### src/design/nlod_pkg.sv
// Package for the nested level to offsets decoder.
// Holds the word types, register indexes and counter helpers.
// No dependencies.
package nlod_pkg;

	localparam int COUNT_BITS = 31;
	localparam int OUT_W      = 31;
	localparam int LEVEL_W    = 8;
	localparam int CFG_IDX_W  = 1;
	localparam int CFG_DATA_W = 8;
	localparam int FIFO_DEPTH = 4;
	localparam int PTR_W      = $clog2(FIFO_DEPTH);
	localparam int FILL_W     = $clog2(FIFO_DEPTH + 1);

	localparam logic [COUNT_BITS-1:0] CNT_MAX = {COUNT_BITS{1'b1}};

	typedef enum logic [CFG_IDX_W-1:0] {
		REG_MAX_DEF = 1'b0,
		REG_MAX_REP = 1'b1
	} reg_idx_t;

	typedef logic [COUNT_BITS-1:0] count_t;

	typedef struct packed {
		logic [LEVEL_W-1:0] def_level;
		logic [LEVEL_W-1:0] rep_level;
		logic               first_item;
		logic               last_item;
	} item_t;

	typedef struct packed {
		logic [OUT_W-1:0] start_offset;
		logic [OUT_W-1:0] entry_count;
		logic             is_null;
		logic             batch_end;
		logic             run_last;
	} rec_t;

	function automatic count_t sat_inc(input count_t c);
		sat_inc = (c == CNT_MAX) ? c : c + count_t'(1);
	endfunction

	function automatic rec_t make_rec(input count_t start, input count_t cnt,
			input logic null_flag, input logic end_flag, input logic last_flag);
		rec_t r;
		count_t diff;
		diff = cnt - start;
		r.start_offset = OUT_W'(start);
		r.entry_count  = OUT_W'(diff);
		r.is_null      = null_flag;
		r.batch_end    = end_flag;
		r.run_last     = last_flag;
		make_rec = r;
	endfunction

endpackage

### src/design/nested_level_to_offsets_decoder.sv
// Nested level to offsets decoder: turns level pairs into collection records; uses nlod_pkg.
// Path: a word is captured in the input register, decoded from there, and its records
// are written into the output queue, whose head drives the output.
// Throughput: one word per cycle while the output queue holds at most two records; a word
// that yields two records is absorbed by the four-entry queue, which stalls input above two.
// Reset clears the state and the queue and sets both level registers to 1.
module nested_level_to_offsets_decoder (
	input  logic                             clk,
	input  logic                             arst_n,
	input  logic                             item_valid,
	output logic                             item_stall,
	input  nlod_pkg::item_t                  item,
	output logic                             rec_valid,
	input  logic                             rec_stall,
	output nlod_pkg::rec_t                   rec,
	input  logic                             wr_en,
	input  logic [nlod_pkg::CFG_IDX_W-1:0]   wr_index,
	input  logic [nlod_pkg::CFG_DATA_W-1:0]  wr_data
);

	logic [nlod_pkg::LEVEL_W-1:0] max_def_q, max_rep_q;

	logic            valid_s1;
	nlod_pkg::item_t item_s1;

	nlod_pkg::count_t counter_q, start_q;
	logic             last_null_q, open_null_q;

	nlod_pkg::rec_t                  fifo_q [nlod_pkg::FIFO_DEPTH];
	logic [nlod_pkg::PTR_W-1:0]      rd_ptr_q, wr_ptr_q;
	logic [nlod_pkg::FILL_W-1:0]     fill_q;

	logic advance, pop;
	logic has_md, empty, is_null;
	logic coll_begin, entry_begin;
	logic emit0, emit1;
	nlod_pkg::count_t cnt_a, cnt_b, start_n;
	logic             last_null_n, open_null_n;
	nlod_pkg::rec_t   rec0, rec1;
	logic [nlod_pkg::FILL_W-1:0] n_push;

	always_ff @(posedge clk or negedge arst_n) begin
		if (!arst_n) begin
			max_def_q <= nlod_pkg::LEVEL_W'(1);
			max_rep_q <= nlod_pkg::LEVEL_W'(1);
		end else if (wr_en) begin
			unique case (nlod_pkg::reg_idx_t'(wr_index))
				nlod_pkg::REG_MAX_DEF: max_def_q <= wr_data;
				nlod_pkg::REG_MAX_REP: max_rep_q <= wr_data;
				default: ;
			endcase
		end
	end

	assign advance    = valid_s1 && (fill_q <= nlod_pkg::FILL_W'(nlod_pkg::FIFO_DEPTH - 2));
	assign item_stall = valid_s1 && !advance;

	always_ff @(posedge clk or negedge arst_n) begin
		if (!arst_n) begin
			valid_s1 <= 1'b0;
		end else if (!item_stall) begin
			valid_s1 <= item_valid;
		end
	end

	always_ff @(posedge clk) begin
		if (!item_stall && item_valid) begin
			item_s1 <= item;
		end
	end

	always_comb begin
		has_md      = max_def_q != '0;
		empty       = has_md && (item_s1.def_level < max_def_q - nlod_pkg::LEVEL_W'(1));
		is_null     = has_md && (item_s1.def_level == max_def_q - nlod_pkg::LEVEL_W'(1));
		coll_begin  = (item_s1.rep_level < max_rep_q) && !empty;
		entry_begin = (item_s1.rep_level <= max_rep_q) && !empty;

		if (item_s1.first_item) begin
			cnt_a       = '0;
			start_n     = '0;
			last_null_n = is_null;
			open_null_n = is_null;
			emit0       = 1'b0;
		end else begin
			cnt_a       = (entry_begin && !last_null_q) ? nlod_pkg::sat_inc(counter_q)
			                                            : counter_q;
			start_n     = coll_begin ? cnt_a : start_q;
			open_null_n = coll_begin ? is_null : open_null_q;
			last_null_n = empty ? last_null_q : is_null;
			emit0       = coll_begin;
		end

		emit1 = item_s1.last_item;
		cnt_b = (emit1 && !last_null_n) ? nlod_pkg::sat_inc(cnt_a) : cnt_a;

		rec0 = nlod_pkg::make_rec(start_q, cnt_a, open_null_q, 1'b0, !emit1);
		rec1 = nlod_pkg::make_rec(start_n, cnt_b, open_null_n, 1'b1, 1'b1);

		n_push = nlod_pkg::FILL_W'(emit0) + nlod_pkg::FILL_W'(emit1);
	end

	always_ff @(posedge clk or negedge arst_n) begin
		if (!arst_n) begin
			counter_q   <= '0;
			start_q     <= '0;
			last_null_q <= 1'b0;
			open_null_q <= 1'b0;
		end else if (advance) begin
			counter_q   <= cnt_b;
			start_q     <= start_n;
			last_null_q <= last_null_n;
			open_null_q <= open_null_n;
		end
	end

	assign pop       = rec_valid && !rec_stall;
	assign rec_valid = fill_q != '0;
	assign rec       = fifo_q[rd_ptr_q];

	always_ff @(posedge clk) begin
		if (advance) begin
			if (emit0) begin
				fifo_q[wr_ptr_q] <= rec0;
			end
			if (emit1) begin
				fifo_q[wr_ptr_q + nlod_pkg::PTR_W'(emit0)] <= rec1;
			end
		end
	end

	always_ff @(posedge clk or negedge arst_n) begin
		if (!arst_n) begin
			rd_ptr_q <= '0;
			wr_ptr_q <= '0;
			fill_q   <= '0;
		end else begin
			if (pop) begin
				rd_ptr_q <= rd_ptr_q + nlod_pkg::PTR_W'(1);
			end
			if (advance) begin
				wr_ptr_q <= wr_ptr_q + nlod_pkg::PTR_W'(n_push);
			end
			fill_q <= fill_q + (advance ? n_push : '0) - nlod_pkg::FILL_W'(pop);
		end
	end

`ifndef SYNTHESIS
	a_fill_bound: assert property (@(posedge clk) disable iff (!arst_n)
		fill_q <= nlod_pkg::FILL_W'(nlod_pkg::FIFO_DEPTH))
		else $error("output queue overfilled");

	a_first_quiet: assert property (@(posedge clk) disable iff (!arst_n)
		(advance && item_s1.first_item && !item_s1.last_item)
		|=> (fill_q == $past(fill_q) - nlod_pkg::FILL_W'($past(pop))))
		else $error("first word of a batch produced a record");

	a_last_flushes: assert property (@(posedge clk) disable iff (!arst_n)
		(advance && item_s1.last_item) |=> (fill_q != '0))
		else $error("last word of a batch gave no flush record");

	a_ptr_track: assert property (@(posedge clk) disable iff (!arst_n)
		(wr_ptr_q - rd_ptr_q) == nlod_pkg::PTR_W'(fill_q))
		else $error("queue pointers disagree with fill count");
`endif

endmodule
### config.mk
export PLATFORM = sky130hd
export DESIGN_NAME = nested_level_to_offsets_decoder
export DESIGN_NICKNAME = d
export VERILOG_FILES = /design/src/design/nlod_pkg.sv /design/src/design/nested_level_to_offsets_decoder.sv
export SDC_FILE = /design/constraint.sdc
export NUM_CORES = 1
export LEC_CHECK = 0
export BUFFER_PORTS_ARGS = -buffer_cell sky130_fd_sc_hd__buf_4
export CORE_ASPECT_RATIO = 1.2
export CORE_UTILIZATION = 35
export CTS_BUF_LIST = sky130_fd_sc_hd__clkbuf_2 sky130_fd_sc_hd__clkbuf_4 sky130_fd_sc_hd__clkbuf_8
export CTS_CLUSTER_SIZE = 24
export DETAILED_ROUTE_END_ITERATION = 10
export GPL_TIMING_DRIVEN = 1
export PLACE_DENSITY = 0.51
export SLEW_MARGIN = 10
export SYNTH_ARGS = -nofsm -noshare
export SYNTH_HDL_FRONTEND = slang
export SYNTH_SLANG_ARGS = --single-unit
### constraint.sdc
create_clock -name clk -period 18.5 [get_ports clk]
set_input_delay 5.55 -clock clk [delete_from_list [all_inputs] [get_ports clk]]
set_output_delay 5.55 -clock clk [all_outputs]
set_load 0.01 [all_outputs]
* Yosys cells after proc, flatten, opt, wreduce, memory -nomap -nowiden
Memory sizes are Yosys's and may differ from the RTL's.
Index checks and enable logic that the tools add are counted.
** Word-level totals
- Register bits :: 106
- Bits in writable memories :: 260
- Bits of input ports :: 32
- Output and inout port bits :: 67
- Logic and storage cells :: 74
- Memories :: 1
** Operators by class
- Add/subtract/negate cells :: 11
- Magnitude comparators :: 4
- Equality and inequality tests :: 3
- Mux-type cells :: 19
- Bitwise gates (word level) :: 1
- Reduce and logical (&&, ||, !) cells :: 21
** Memories
- fifo_q :: depth 4, width 65, rd ports 1, clocked after memory_dff 0, wr ports 2, line nested_level_to_offsets_decoder.sv:29 : nlod_pkg::rec_t fifo_q [nlod_pkg::FIFO_DEPTH];
** Operator list (number)
- 31-bit two-way mux :: 7
- 31-bit by 1-bit adder with 31-bit output, second input constant :: 2
- 31-bit equality test, second input constant :: 2
- 31-bit subtractor :: 2
- 8-bit less-than comparator :: 2
- 1-bit two-way mux :: 11
- 1-bit logical AND :: 10
- 8-bit equality test :: 1
- 8-bit <= comparator :: 1
- 8-bit nonzero test :: 1
- 8-bit by 1-bit subtractor with 8-bit output, second input constant :: 1
- 1-bit zero test :: 7
- 2-bit AND reduction :: 2
- 3-bit by 2-bit adder with 3-bit output :: 1
- 3-bit by 2-bit <= comparator with 1-bit output, second input constant :: 1
- 3-bit nonzero test :: 1
- 3-bit by 1-bit subtractor with 3-bit output :: 1
- 1-bit by 1-bit adder with 2-bit output :: 1
- 2-bit by 1-bit adder with 2-bit output :: 1
- 2-bit by 1-bit adder with 2-bit output, second input constant :: 1
- 2-bit adder :: 1
- 2-bit two-way mux :: 1
- 1-bit inverter :: 1

* Depth between registers and ports, before layout
- Depth in word-level cells :: 12
- Gate-level depth with buffers :: 36

* Worst setup path after synthesis
OpenSTA, ideal clock, no wires.
- Path kind :: register to output
- Start :: register rd_ptr_q[0] (netlist bit)
- End :: output rec[36] (netlist bit)
- Data arrival time :: 2.070 ns
- Data required time :: 12.950 ns
- Slack :: 10.880 ns
- Stages on the path, launching flop included :: 5
- Buffers on the path :: 3
- Cells stage by stage :: dfrtp_1 > clkbuf_1 > clkbuf_1 > buf_1 > mux4_2
** RTL lines
- from (decl) :: line nested_level_to_offsets_decoder.sv:30 : logic [nlod_pkg::PTR_W-1:0] rd_ptr_q, wr_ptr_q;
- from (signal assigned) :: line nested_level_to_offsets_decoder.sv:139 : rd_ptr_q <= rd_ptr_q + nlod_pkg::PTR_W'(1);
- to (decl) :: line nested_level_to_offsets_decoder.sv:15 : output nlod_pkg::rec_t rec,

==> reports/metrics.csv <==
stage,metric,value,unit
run_status,status,"complete, no violations",
cts,hold_buf cts,0,
power_and_ir_drop,leak pwr,9.25,nW
logic_synthesis,#FFs+latches synth,366,
sta,RSZ-0062 raised after global routing,false,
logic_synthesis,"Primary FF master, synth",edfxtp_1,
logic_synthesis,Synth async-reset ratio,0.240,
global_route,gr ovfl total,0,
logic_synthesis,most frequent cells after synthesis,"edfxtp_1 (270), o21ai_0 (231), nand2_1 (186), nand3_1 (183), clkbuf_1 (107)",
worst_setup_path,CP Class,flop to flop,
worst_setup_path,Critical R2R Launch,max_def_q[2]$_DFFE_PN0P_,
placed_design,dpl hpwl,48300,um
logic_synthesis,synthesized area per cell,10.5,um^2
flow_run,max cap viols,0,
global_route,met3 GRT Util,0.0370,
cts,post-CTS setup buffers,0,
worst_setup_path,"most used cell, CP",nor2_1,
global_route,met2 usage,0.365,
sta,worst-margin pin slew,1260,ps
drt,Routed WL per cell,23.6,um
floorplanning,DIE AREA,64000,um^2
power_and_ir_drop,Power Density,168,nW/um^2
sta,Final Hold Violating Endpoints,0,
logic_synthesis,synthesized instance count,2096,
placed_design,Port Buffers,98,
drt,DRC viols,0,
finish,Fill cells,5990,
global_route,grt met1 use,0.301,
floorplanning,Die W,231,um
cts,Worst-path clk slew,60,ps
drt,vias post-DR,17487,
logic_synthesis,most frequent cell after synthesis,edfxtp_1,
sta,f_max,112,MHz
finish,share of layout cells above drive strength 1,0.177,
logic_synthesis,post-synth top area cell,edfxtp_1,
cts,# resized after CTS,0,
cts,CTS tree,built,
sta,Final period util,0.484,
global_route,Top Usage Layer GRT,met2,
logic_synthesis,post-synthesis sequential area ratio,0.475,
drt,Pre-Repair DR Iteration Count,5,
logic_synthesis,synth top area cells,"edfxtp_1 (37%), dfrtp_1 (9.8%), mux4_2 (6.6%), o21ai_0 (5.2%), ha_1 (4.8%)",
logic_synthesis,post-synth top area share,0.368,
global_route,GRT Overall Usage,0.224,
finish,Syn-to-layout area delta,13.6,%
placed_design,Final GP Congestion,0.894,
power_and_ir_drop,peak supply drop,71.6,uV
worst_setup_path,CP startpoint,max_def_q[2]$_DFFE_PN0P_,
sta,relative slew slack,0.157,
cts,clk sinks,366,
global_route,number of global-route vias before repair,17391,
floorplanning,# rows,100,
sta,clk_skew,31.6,ps
global_route,first-pass GRT wire length,109000,um
logic_synthesis,yosys warns,0,
floorplanning,Core ar.,62200,um^2
power_and_ir_drop,Tot Pwr,4.19,mW
sta,setup TNS,0,ps
cts,H-Tree Depth,3,
sta,Max Slew Vio Count,0,
global_route,largest net degree at the start of global routing,88,
cts,Num CTS Buffers,69,
min_path,worst hold path class,flop to flop,
global_route,initial antenna violation count,1,
logic_synthesis,mapped cell area,22000,um^2
cts,clk root buf,clkbuf_8,
worst_setup_path,Critical Path AT,9290,ps
worst_setup_path,slowest CP cell,o21ai_2,
min_path,min-delay src,fifo_q[1][1]$_SDFFE_PP1P_,
logic_synthesis,Synth cell types,86,
finish,"Net count, final",2276,
logic_synthesis,post-synthesis net count,2216,
worst_setup_path,endpoint class of the critical path,flop,
worst_setup_path,"Req. time, crit path",18840,ps
drt,post-route ant nets,0,
finish,Register Area,10500,um^2
floorplanning,boundary pin count,99,
floorplanning,Initial Utilization,0.354,
worst_setup_path,Max Fanout on Critical Path,18,
cts,worst skew pair latency,670,ps
drt,Vias/cell,5.78,
finish,Multi-input gate area,10800,um^2
drt,final WL,71600,um
sta,Finish-stage setup viols,0,
cts,CTS Buffer Depth,3,
worst_setup_path,Worst path max stage delay,610,ps
worst_setup_path,startpoint types,flop,
drt,1st-iter DRT viols,1545,
sta,fin crit period,8950,ps
floorplanning,height of the die,277,um
logic_synthesis,Post-synth EDFFs,270,
[power breakdown]
part           internal (mW)  total [mW]  switching, mW
logic                  0.731        2.06           1.33
clock network          0.525       0.898          0.373
registers               1.08        1.23          0.153
[layer usage]
layer  vias up  part of all wire
met5         -                 0
li1       8073                 -
met2       608              0.48
met3        91             0.060
met1      8715              0.43
met4         0             0.027
[per-stage QoR]
| step | setup WS [ps] | hold WS, ps | cell area, um^2 | std cells | util |
|---|---|---|---|---|---|
| 4_1_cts | 9520 | 445 | 25000 | 3027 | 0.402 |
| 2_1_floorplan | 10880 | 418 | 22000 | 2096 | - |
| 6_report | 9550 | 444 | 25000 | 3028 | 0.402 |
| 3_5_place_dp | 9740 | 436 | 23500 | 2901 | 0.378 |
| 3_3_place_gp | 9910 | 429 | 23500 | 2901 | 0.378 |
| 5_1_grt | 8880 | 474 | 25000 | 3028 | 0.402 |
[cell type report]
class / instances / area share
multi-input combinational: 1519 / 0.430
timing repair buffer: 126 / 0.0378
clock buffer: 97 / 0.0486
inverter: 74 / 0.0111
sequential: 366 / 0.419
antenna: 1 / 0.000100
clock inverter: 29 / 0.0131
tap: 816 / 0.0408
[cell usage in the layout, fill, tap and decap left out, drive strengths merged, types with 66 or more instances in the layout]
master    n
o22ai    78
nand2   187
edfxtp  270
inv      75
dfrtp    86
nand3   184
clkbuf   97
a21oi    66
nor2     94
o21ai   234
buf     126
ha       85
[cells by family (layout without fill, tap and decap cells)]
kind of cell / Yosys count / count (layout) / synth area share
AND/OR/NAND/NOR: 681 / 681 / 0.156
AO/OA/AOI/OAI: 519 / 519 / 0.141
flip-flops: 366 / 366 / 0.475
buffers and inverters: 211 / 326 / 0.0384
XOR/XNOR: 117 / 117 / 0.0465
multiplexers: 114 / 114 / 0.0912
adder cells (fa/ha/maj): 88 / 88 / 0.0510
other: 0 / 1 / 0
[critical path: cells and delay by family, from the launching register on]
family | cells | cell delay, ps
xor+xnor | 3 | 560
flops | 1 | 430
fa+ha+maj | 4 | 1080
compound gates | 12 | 3300
mux | 1 | 90
simple gates | 10 | 2680
buf+inv | 3 | 440
[final timing paths]
path / end / depth (start not counted) / slack [ps]
max in group asynchronous: rd_ptr_q[0]$_DFFE_PN0P_ / 2 / 12360
worst min-delay path: fifo_q[1][1]$_SDFFE_PP1P_ / 2 / 440
worst min register to register: fifo_q[1][1]$_SDFFE_PP1P_ / 2 / 440
min in group asynchronous: max_rep_q[3]$_DFFE_PN0P_ / 1 / 4940
worst max-delay path: fifo_q[3][31]$_DFFE_PP_ / 33 / 9550
worst max register to register: fifo_q[3][31]$_DFFE_PP_ / 33 / 9550
[state kept, by name, summed over array words and instances, names as in the netlist, 2 cells and up]
| name | cells |
|---|---|
| start_q | 31 |
| wr_ptr_q | 2 |
| counter_q | 31 |
| rd_ptr_q | 2 |
| fill_q | 3 |
| item_s1 | 17 |
| max_rep_q | 8 |
| fifo_q | 260 |
| max_def_q | 8 |
(Power assumes the default switching activity.)
